[src/hw/rtl/asgr_pkg.sv]
package asgr_pkg;

  // Parser phase, one-hot
  typedef enum logic [2:0] {
    PH_TEXT = 3'b001,
    PH_ESC  = 3'b010,
    PH_CSI  = 3'b100
  } phase_t;

  // Display attributes, bit 0 bold up to bits 9..7 background
  typedef struct packed {
    logic [2:0] bg;
    logic [2:0] fg;
    logic       reverse;
    logic       blink;
    logic       underline;
    logic       bold;
  } attr_t;

  // Complete parser state carried between the step logic and the top level
  typedef struct packed {
    phase_t     phase;
    logic [6:0] value;
    logic       has_digit;
    logic       bad;
    attr_t      work;
    attr_t      commit;
  } pstate_t;

  // Result kinds
  localparam logic KIND_TEXT = 1'b0;
  localparam logic KIND_ATTR = 1'b1;

  // Configuration register indexes
  localparam logic CFG_IDX_FG = 1'b0;
  localparam logic CFG_IDX_BG = 1'b1;

  // Register reset values
  localparam logic [2:0] FG_RESET = 3'd7;
  localparam logic [2:0] BG_RESET = 3'd0;

  // Byte codes
  localparam logic [7:0] CH_ESC    = 8'd27;
  localparam logic [7:0] CH_LBRACK = 8'h5B;
  localparam logic [7:0] CH_SEMI   = 8'h3B;
  localparam logic [7:0] CH_ZERO   = 8'h30;
  localparam logic [7:0] CH_NINE   = 8'h39;
  localparam logic [7:0] CH_M      = 8'h6D;
  localparam logic [7:0] CH_FIN_LO = 8'd64;
  localparam logic [7:0] CH_SCS_HI = 8'd95;
  localparam logic [7:0] CH_FIN_HI = 8'd126;

  // Parameter value limit
  localparam logic [10:0] VALUE_LIMIT = 11'd100;

  // SGR codes
  localparam logic [6:0] SGR_RESET     = 7'd0;
  localparam logic [6:0] SGR_BOLD      = 7'd1;
  localparam logic [6:0] SGR_UNDERLINE = 7'd4;
  localparam logic [6:0] SGR_BLINK     = 7'd5;
  localparam logic [6:0] SGR_REVERSE   = 7'd7;
  localparam logic [6:0] SGR_FG_LO     = 7'd30;
  localparam logic [6:0] SGR_FG_HI     = 7'd37;
  localparam logic [6:0] SGR_FG_DEF    = 7'd39;
  localparam logic [6:0] SGR_BG_LO     = 7'd40;
  localparam logic [6:0] SGR_BG_HI     = 7'd47;
  localparam logic [6:0] SGR_BG_DEF    = 7'd49;

endpackage

[src/hw/rtl/asgr_step.sv]
module asgr_step (
  input  asgr_pkg::pstate_t cur,
  input  logic [7:0]        byte_in,
  input  logic [2:0]        rst_fg,
  input  logic [2:0]        rst_bg,
  output asgr_pkg::pstate_t nxt,
  output logic              emit,
  output logic              kind
);
  import asgr_pkg::*;

  logic [10:0] acc;
  logic [3:0]  digit;
  logic        is_digit;
  logic        is_final;
  attr_t       applied;
  attr_t       dflt;

  assign digit    = 4'(byte_in - CH_ZERO);
  assign is_digit = (byte_in >= CH_ZERO) && (byte_in <= CH_NINE);
  assign is_final = (byte_in >= CH_FIN_LO) && (byte_in <= CH_FIN_HI);

  // Accumulate the next decimal digit
  assign acc = ({4'd0, cur.value} << 3) + ({4'd0, cur.value} << 1) + {7'd0, digit};

  // Apply the current parameter to the working copy
  always_comb begin
    dflt    = '0;
    dflt.fg = rst_fg;
    dflt.bg = rst_bg;
    applied = cur.work;
    if (cur.has_digit && !cur.bad) begin
      if (cur.value == SGR_RESET) begin
        applied = dflt;
      end else if (cur.value == SGR_BOLD) begin
        applied.bold = 1'b1;
      end else if (cur.value == SGR_UNDERLINE) begin
        applied.underline = 1'b1;
      end else if (cur.value == SGR_BLINK) begin
        applied.blink = 1'b1;
      end else if (cur.value == SGR_REVERSE) begin
        applied.reverse = 1'b1;
      end else if (cur.value >= SGR_FG_LO && cur.value <= SGR_FG_HI) begin
        applied.fg = 3'(cur.value - SGR_FG_LO);
      end else if (cur.value == SGR_FG_DEF) begin
        applied.fg = rst_fg;
      end else if (cur.value >= SGR_BG_LO && cur.value <= SGR_BG_HI) begin
        applied.bg = 3'(cur.value - SGR_BG_LO);
      end else if (cur.value == SGR_BG_DEF) begin
        applied.bg = rst_bg;
      end
    end
  end

  // Advance the parser by one byte
  always_comb begin
    nxt  = cur;
    emit = 1'b0;
    kind = KIND_TEXT;
    unique case (cur.phase)
      PH_ESC: begin
        if (byte_in == CH_LBRACK) begin
          nxt.phase     = PH_CSI;
          nxt.value     = '0;
          nxt.has_digit = 1'b0;
          nxt.bad       = 1'b0;
          nxt.work      = cur.commit;
        end else begin
          nxt.phase = PH_TEXT;
          emit      = !((byte_in >= CH_FIN_LO) && (byte_in <= CH_SCS_HI));
        end
      end
      PH_CSI: begin
        if (is_digit) begin
          nxt.value     = (acc > VALUE_LIMIT) ? VALUE_LIMIT[6:0] : acc[6:0];
          nxt.has_digit = 1'b1;
        end else if (byte_in == CH_SEMI || is_final) begin
          nxt.work      = applied;
          nxt.value     = '0;
          nxt.has_digit = 1'b0;
          nxt.bad       = 1'b0;
          if (is_final) begin
            nxt.phase = PH_TEXT;
            if (byte_in == CH_M) begin
              nxt.commit = applied;
              emit       = 1'b1;
              kind       = KIND_ATTR;
            end else begin
              nxt.work = cur.commit;
            end
          end
        end else begin
          nxt.bad = 1'b1;
        end
      end
      default: begin
        if (byte_in == CH_ESC) begin
          nxt.phase = PH_ESC;
        end else begin
          emit = 1'b1;
        end
      end
    endcase
  end

endmodule

[src/hw/rtl/ansi_sgr_escape_parser.sv]
// Channel | Ports                          | Direction
// --------+--------------------------------+----------
// input   | in_valid, in_ready, in_byte    | in
// result  | out_valid, out_ready, out_kind | out
// config  | cfg_we, cfg_index, cfg_wdata   | in
//
// One byte per cycle sustained while results are taken; a beat is held in the
// input register and is parsed as it moves on into the result register.
// The parser state loop through the step logic sets the one-byte-per-cycle rate.
// rst_n is synchronous, active low; it restores the default colors 7 and 0.
// A stalled result holds a beat in the input register, which then drops in_ready.
module ansi_sgr_escape_parser (
  input  logic       clk,
  input  logic       rst_n,
  input  logic       in_valid,
  output logic       in_ready,
  input  logic [7:0] in_byte,
  output logic       out_valid,
  input  logic       out_ready,
  output logic       out_kind,
  input  logic       cfg_we,
  input  logic       cfg_index,
  input  logic [2:0] cfg_wdata
);
  import asgr_pkg::*;

  logic       in_valid_r;
  logic [7:0] in_byte_r;
  logic       out_valid_r;
  logic       out_kind_r;
  logic [2:0] rst_fg_r;
  logic [2:0] rst_bg_r;
  pstate_t    state_r;
  pstate_t    state_nxt;
  pstate_t    state_init;
  logic       emit;
  logic       kind;
  logic       adv;

  // Move the held beat on when the result slot is free or being drained
  assign adv      = in_valid_r && (!out_valid_r || out_ready);
  assign in_ready = !in_valid_r || adv;

  asgr_step u_step (
    .cur     (state_r),
    .byte_in (in_byte_r),
    .rst_fg  (rst_fg_r),
    .rst_bg  (rst_bg_r),
    .nxt     (state_nxt),
    .emit    (emit),
    .kind    (kind)
  );

  // Reset state: plain text, no flags, default colors
  always_comb begin
    state_init           = '0;
    state_init.phase     = PH_TEXT;
    state_init.commit.fg = FG_RESET;
    state_init.commit.bg = BG_RESET;
    state_init.work      = state_init.commit;
  end

  // Write configuration registers
  always_ff @(posedge clk) begin
    if (!rst_n) begin
      rst_fg_r <= FG_RESET;
      rst_bg_r <= BG_RESET;
    end else if (cfg_we) begin
      if (cfg_index == CFG_IDX_FG) begin
        rst_fg_r <= cfg_wdata;
      end
      if (cfg_index == CFG_IDX_BG) begin
        rst_bg_r <= cfg_wdata;
      end
    end
  end

  // Hold the input beat
  always_ff @(posedge clk) begin
    if (!rst_n) begin
      in_valid_r <= 1'b0;
    end else if (in_ready) begin
      in_valid_r <= in_valid;
    end
  end

  always_ff @(posedge clk) begin
    if (in_valid && in_ready) begin
      in_byte_r <= in_byte;
    end
  end

  // Advance parser state
  always_ff @(posedge clk) begin
    if (!rst_n) begin
      state_r <= state_init;
    end else if (adv) begin
      state_r <= state_nxt;
    end
  end

  // Load or drain the result register
  always_ff @(posedge clk) begin
    if (!rst_n) begin
      out_valid_r <= 1'b0;
    end else if (adv) begin
      out_valid_r <= emit;
    end else if (out_ready) begin
      out_valid_r <= 1'b0;
    end
  end

  always_ff @(posedge clk) begin
    if (adv && emit) begin
      out_kind_r <= kind;
    end
  end

  assign out_valid = out_valid_r;
  assign out_kind  = out_kind_r;

endmodule
[config.mk]
export PLATFORM = sky130hd
export DESIGN_NAME = ansi_sgr_escape_parser
export DESIGN_NICKNAME = d
export VERILOG_FILES = /design/src/hw/rtl/asgr_pkg.sv /design/src/hw/rtl/asgr_step.sv /design/src/hw/rtl/ansi_sgr_escape_parser.sv
export SDC_FILE = /design/constraint.sdc
export NUM_CORES = 1
export LEC_CHECK = 0
export BUFFER_PORTS_ARGS = -buffer_cell sky130_fd_sc_hd__buf_2
export CORE_MARGIN = 2
export CORE_UTILIZATION = 40
export DETAILED_ROUTE_END_ITERATION = 12
export PLACE_DENSITY = 0.7
export SYNTH_ARGS = -nofsm -noshare
export SYNTH_HDL_FRONTEND = slang
export SYNTH_SLANG_ARGS = --single-unit
[constraint.sdc]
create_clock -name clk -period 2 [get_ports clk]
set_input_delay 0.3 -clock clk [delete_from_list [all_inputs] [get_ports clk]]
set_output_delay 0.3 -clock clk [all_outputs]
set_load 0.02 [all_outputs]
After elaboration in Yosys (flattened, before gate mapping)
Index checks and enable logic that the tools add are counted.
{"block": "word_totals", "register_bits": 14, "inputBits": 17, "wordCells": 49}
{"block": "classes", "n_lt_le_gt_ge": 5, "eq_ne": 9, "mux": 15, "n_reduce_logical": 15}
{"op": "== test 8 x 7 -> 1 bit, second input constant", "count": 2}
{"op": "less-or-equal comparator 8 x 7 -> 1 bit, second input constant", "count": 2}
{"op": "2-to-1 mux 3 bit", "count": 4}
{"op": "2-to-1 mux 11 bit", "count": 1}
{"op": "== test 8 x 5 -> 1 bit, second input constant", "count": 1}
{"op": "== test 8 x 6 -> 1 bit, second input constant", "count": 1}
{"op": "greater-or-equal comparator 8 x 6 -> 1 bit, second input constant", "count": 1}
{"op": "greater-or-equal comparator 8 x 7 -> 1 bit, second input constant", "count": 1}
{"op": "less-or-equal comparator 8 x 6 -> 1 bit, second input constant", "count": 1}
{"op": "2-to-1 mux 1 bit", "count": 8}
{"op": "logical AND 1 bit", "count": 6}
{"op": "case mux 3 bit (2 select lines)", "count": 1}
{"op": "AND reduction 5 bit", "count": 1}
{"op": "inequality test 2 x 1 -> 1 bit, second input constant", "count": 2}
{"op": "== test 3 x 2 -> 1 bit, second input constant", "count": 1}
{"op": "== test 3 bit, second input constant", "count": 1}
{"op": "logical NOT 1 bit", "count": 3}
{"op": "logical OR 1 bit", "count": 3}
{"op": "nonzero test 3 bit", "count": 1}
{"op": "inequality test 2 bit, second input constant", "count": 1}
{"op": "case mux 1 bit (2 select lines)", "count": 1}
{"op": "nonzero test 2 bit", "count": 1}

Logic depth before layout (Yosys ltp)
{"block": "logic_depth", "word_depth": 7, "mapped_depth": 4}

Hierarchy
Synthesis repeated with hierarchy kept, for this count alone.
{"block": "hier_totals", "cells_unflattened": 436, "hier_area_um2": 3567.2}
{"mod": "ansi_sgr_escape_parser", "instances": 1, "cells_per_inst": 185, "area_per_inst_um2": 1903.1, "seq_area_each_um2": 1071.0}
{"mod": "asgr_step", "instances": 1, "cells_per_inst": 251, "area_per_inst_um2": 1664.1, "seq_area_each_um2": 0.0}

Least setup slack after synthesis
No wires, ideal clock.
{"block": "synth_path", "kind": "register to register", "start": "reg in_byte_r[5]", "end": "reg state_r[29] in the netlist's numbering", "t_arrival_ps": 1493, "t_required_ps": 1921, "path_slack_ps": 428, "stages_incl_launch_ff": 5, "period_less_slack_ps": 1572, "path_cell_list": "edfxtp_1 -> nor4_1 -> a2bb2oi_1 -> or4_4 -> o211ai_1"}
{"block": "synth_via", "elab_chain_cells": 5, "elab_cells_between_ends": 17}
{"element": "start: declaration", "line": "ansi_sgr_escape_parser.sv:28", "source": "logic [7:0] in_byte_r;"}
{"element": "start signal: assignment", "line": "ansi_sgr_escape_parser.sv:89", "source": "in_byte_r <= in_byte;"}
{"element": "greater-or-equal comparator 8 x 7 -> 1 bit or less-or-equal comparator 8 x 7 -> 1 bit (tied branches)", "line": "asgr_step.sv:21", "source": "assign is_final = (byte_in >= CH_FIN_LO) && (byte_in <= CH_FIN_HI);"}
{"element": "logical AND 1 bit", "line": "asgr_step.sv:21"}
{"element": "logical OR 1 bit", "line": "asgr_step.sv:77", "source": "end else if (byte_in == CH_SEMI || is_final) begin"}
{"element": "inequality test 2 x 1 -> 1 bit (no line)"}
{"element": "AND reduction 5 bit (no line)"}
{"element": "end signal: assignment", "line": "ansi_sgr_escape_parser.sv:96", "source": "state_r <= state_init;"}
{"element": "end signal: assignment", "line": "ansi_sgr_escape_parser.sv:98", "source": "state_r <= state_nxt;"}
{"element": "end: declaration", "line": "ansi_sgr_escape_parser.sv:33", "source": "pstate_t state_r;"}
Several ways; a longest one is shown, not always the timed one.
A chain may end at the register's enable or synchronous reset.

Worst setup path in the final report
Ends and elaborated chain as after synthesis.

==> key figures <==
Clocking
  • Post-CTS Setup Bufs: 0
  • Clock buffer depth: 2
  • Worst-skew pair later-pin latency: 0.26 ns
  • # H-tree levels: 1
  • CTS buffer count: 3
  • Clock root cell: clkbuf_4
  • Number of hold buffers added after cts: 0
  • Cts repair resizes: 0
  • Clock Pin Slew Worst Setup and Hold Paths: 0.08 ns
  • Clock sinks: 14
  • CTS tree: built

Synth
  • Most frequent cell after synthesis: edfxtp_1
  • Largest family of logic cells by synthesized area: simple AND/OR/NAND/NOR gates
  • Share of the synthesized area in the top cell type: 42.8%
  • EDFF count, synth: 9
  • Synth Area in XOR/XNOR: 1.39%
  • Synth Register Bits: 14
  • Post-Syn Area: 632 um2
  • Ys Warns: 0
  • Post-synth cell types: 26
  • Synth Area in Adders: 0%
  • Seq/Total Area, Yosys: 58.6%
  • Ys async rst share: 0%
  • Compound-gate portion of the synthesized area: 12.7%
  • Area share of and/or/nand/nor cells after synthesis: 25.1%
  • Mapped Cells: 56
  • Main synth FF type: edfxtp_1
  • Synth top area cells: edfxtp_1, dfxtp_1, nor2b_1
  • Yosys top cell by area: edfxtp_1
  • Leading cell types by count after synthesis: edfxtp_1, dfxtp_1, nand2_1, nor2b_1, o21ai_0
  • Mapped Nets: 73
  • Post-synthesis mux area share: 1.58%
  • Syn avg cell area: 11.3 um2

Die
  • Die area: 0.00191 mm2
  • Die span in x: 43.7 um
  • Core Rows: 14
  • I/O pin count: 20
  • Starting density of the core: 42.4%
  • Core footprint: 0.00149 mm2
  • Die Y: 43.7 um

Timing
  • # setup viols final: 0
  • Min Tclk post-route: 1.75 ns
  • Hold Vio Cnt, Final: 0
  • PnR worst setup slack: 0.245 ns
  • Unrepaired setup endpoints after global routing: no
  • Worst-margin pin slew: 0.328 ns
  • Hold Slack: 0.204 ns
  • FMAX: 0.570 GHz
  • Worst slew margin: 78.1%
  • Setup Skew: 0.000403 ns
  • Final period utilization: 87.7%
  • Max Transition Viols Final: 0
  • Final setup TNS: 0 ns

Route
  • DR DRC count: 0
  • Routed len/inst: 11.1 um
  • Via/cell ratio: 5.21
  • Total Wirelength: 1.00 mm
  • Via count: 469
  • DRT iter0 DRCs: 2
  • Pre-antenna DRT Iters: 4
  • Antenna Violating Nets Remaining: 0

Critical path
  • Startpoint types: flip-flop
  • Required time worst endpoint: 2.20 ns
  • Worst setup path class: reg2reg
  • RR Endpoint: state_r[29]
  • Worst setup path startpoint: in_byte_r[5]
  • Worst setup path endpoint: state_r[29]
  • CP Max Fanout: 5
  • Reg-to-reg slack, setup: 0.25 ns
  • Worst Path Arrival: 1.95 ns
  • R2R depth: 4
  • Critical Path Sink Type: flip-flop
  • Worst r2r src: in_byte_r[5]

Outcome
  • Outcome: finished clean

GRT
  • Grt ovf: 0
  • Pin count of the biggest net entering global routing: 9
  • Total track usage: 11.7%
  • Global-route wire length before repair: 1.64 mm
  • Initial antenna violation count: 0
  • Vias in the first global route: 422

Placed design
  • Dpl ws: 0.280 ns
  • Final RePlAce weighted congestion: 0.805
  • DP HPWL: 826 um
  • # port buffers: 14

Power and ir drop
  • Combinational share of power: 6.5%
  • Clock power frac: 30.3%
  • Leak pwr: 0.000282 uW
  • P per Cell Area: 697 mW/mm2
  • Sequential share of power: 63.2%
  • Cell Int Power: 414 uW
  • Switching power: 107 uW
  • Switching Fraction: 20.6%
  • Tot Pwr: 521 uW
  • Worst VDD drop: 0.000530 V

Cells and area
  • Area added between synthesis and finish: 18.4%
  • Diodes inserted: 0
  • Filler cells: 141
  • Fin nets: 92
  • Share of post-route cells with drive strength above 1: 28.4%

Hold path
  • Hold WC Path Type: in2reg

Run
  • Max Cap Viol: 0
## power groups by stage
stage | registers [uW] | logic, uW | clock network (uW)
2_1_floorplan | 337 | 15.7 | 0
3_3_place_gp | 336 | 33.8 | 0
3_5_place_dp | 336 | 34.3 | 0
4_1_cts | 329 | 34.4 | 165
5_1_grt | 331 | 38.1 | 182
6_report | 329 | 34.1 | 158
## routing by layer
metal,vias up,GRT usage [%],share of wire (%)
met2,10,19.4,48
met4,0,3.64,0
li1,249,-,-
met3,0,3.75,5.3
met5,-,0,0
met1,210,14.6,46
## cell families after synthesis
family                    count (synthesis)
and+or+nand+nor                          26
DFF                                      14
AOI/OAI and AO/OA                        13
xor gates and xnor gates                  1
muxes                                     1
buffers and inverters                     1
## registers in the layout, summed over array words and instances, names as in the netlist
signal,flops
out_valid,1
in_byte_r,8
out_kind,1
in_valid_r,1
state_r,3
## metrics by stage
| step | area [um2] | cells | util [%] |
|---|---|---|---|
| 3_3_place_gp | 722 | 86 | 48.5 |
| 4_1_cts | 748 | 90 | 50.3 |
| 2_1_floorplan | 632 | 56 | - |
| 5_1_grt | 748 | 90 | 50.3 |
| 6_report | 748 | 90 | 50.3 |
| 3_5_place_dp | 722 | 86 | 48.5 |
## worst min-delay path by stage
stage               start  depth (start not counted)  slack (ns)            to
3_3_place_gp   in_byte[5]                          1        0.48  in_byte_r[5]
3_5_place_dp   in_byte[5]                          1        0.48  in_byte_r[5]
5_1_grt        in_byte[0]                          1        0.18  in_byte_r[0]
2_1_floorplan       rst_n                          1        0.39   state_r[29]
4_1_cts        in_byte[5]                          1        0.19  in_byte_r[5]
6_report       in_byte[5]                          1        0.20  in_byte_r[5]
## cell type report
class | instances | area [um2] | share of cell area (%)
Clock buffer | 4 | 26.3 | 3.51
Inverter | 1 | 3.75 | 0.502
Multi-Input combinational cell | 41 | 258 | 34.4
Sequential cell | 14 | 370 | 49.5
Tap cell | 16 | 20.0 | 2.68
Timing Repair Buffer | 14 | 70.1 | 9.36
## worst max-delay path, stage by stage (launching register included)
cell	delay (ns)
edfxtp_1	0.44
nor4_1	0.36
a2bb2oi_1	0.15
or4_4	0.56
o211ai_1	0.18
## cell usage in the layout (no fill, tap or decap)
cell and count:
nor2b_1 4, and4_1 1, clkbuf_1 1, inv_1 1, and2_1 1, a31oi_1 2, nor4_1 1, mux2i_1 1
nand4_1 2, nor2_1 3, nand2b_1 2, nor4_2 1, a21oi_1 3, or2_2 1, o211ai_1 1, buf_2 14
edfxtp_1 9, xnor2_1 1, and2b_1 1, o21bai_1 1, dfxtp_1 5, or3b_2 1, a311oi_1 1, o21ai_0 4
a2bb2oi_1 1, nor3_1 3, nand2_1 4, or4_4 1, clkbuf_4 3
No activity file was read; power rests on OpenSTA's default activity.
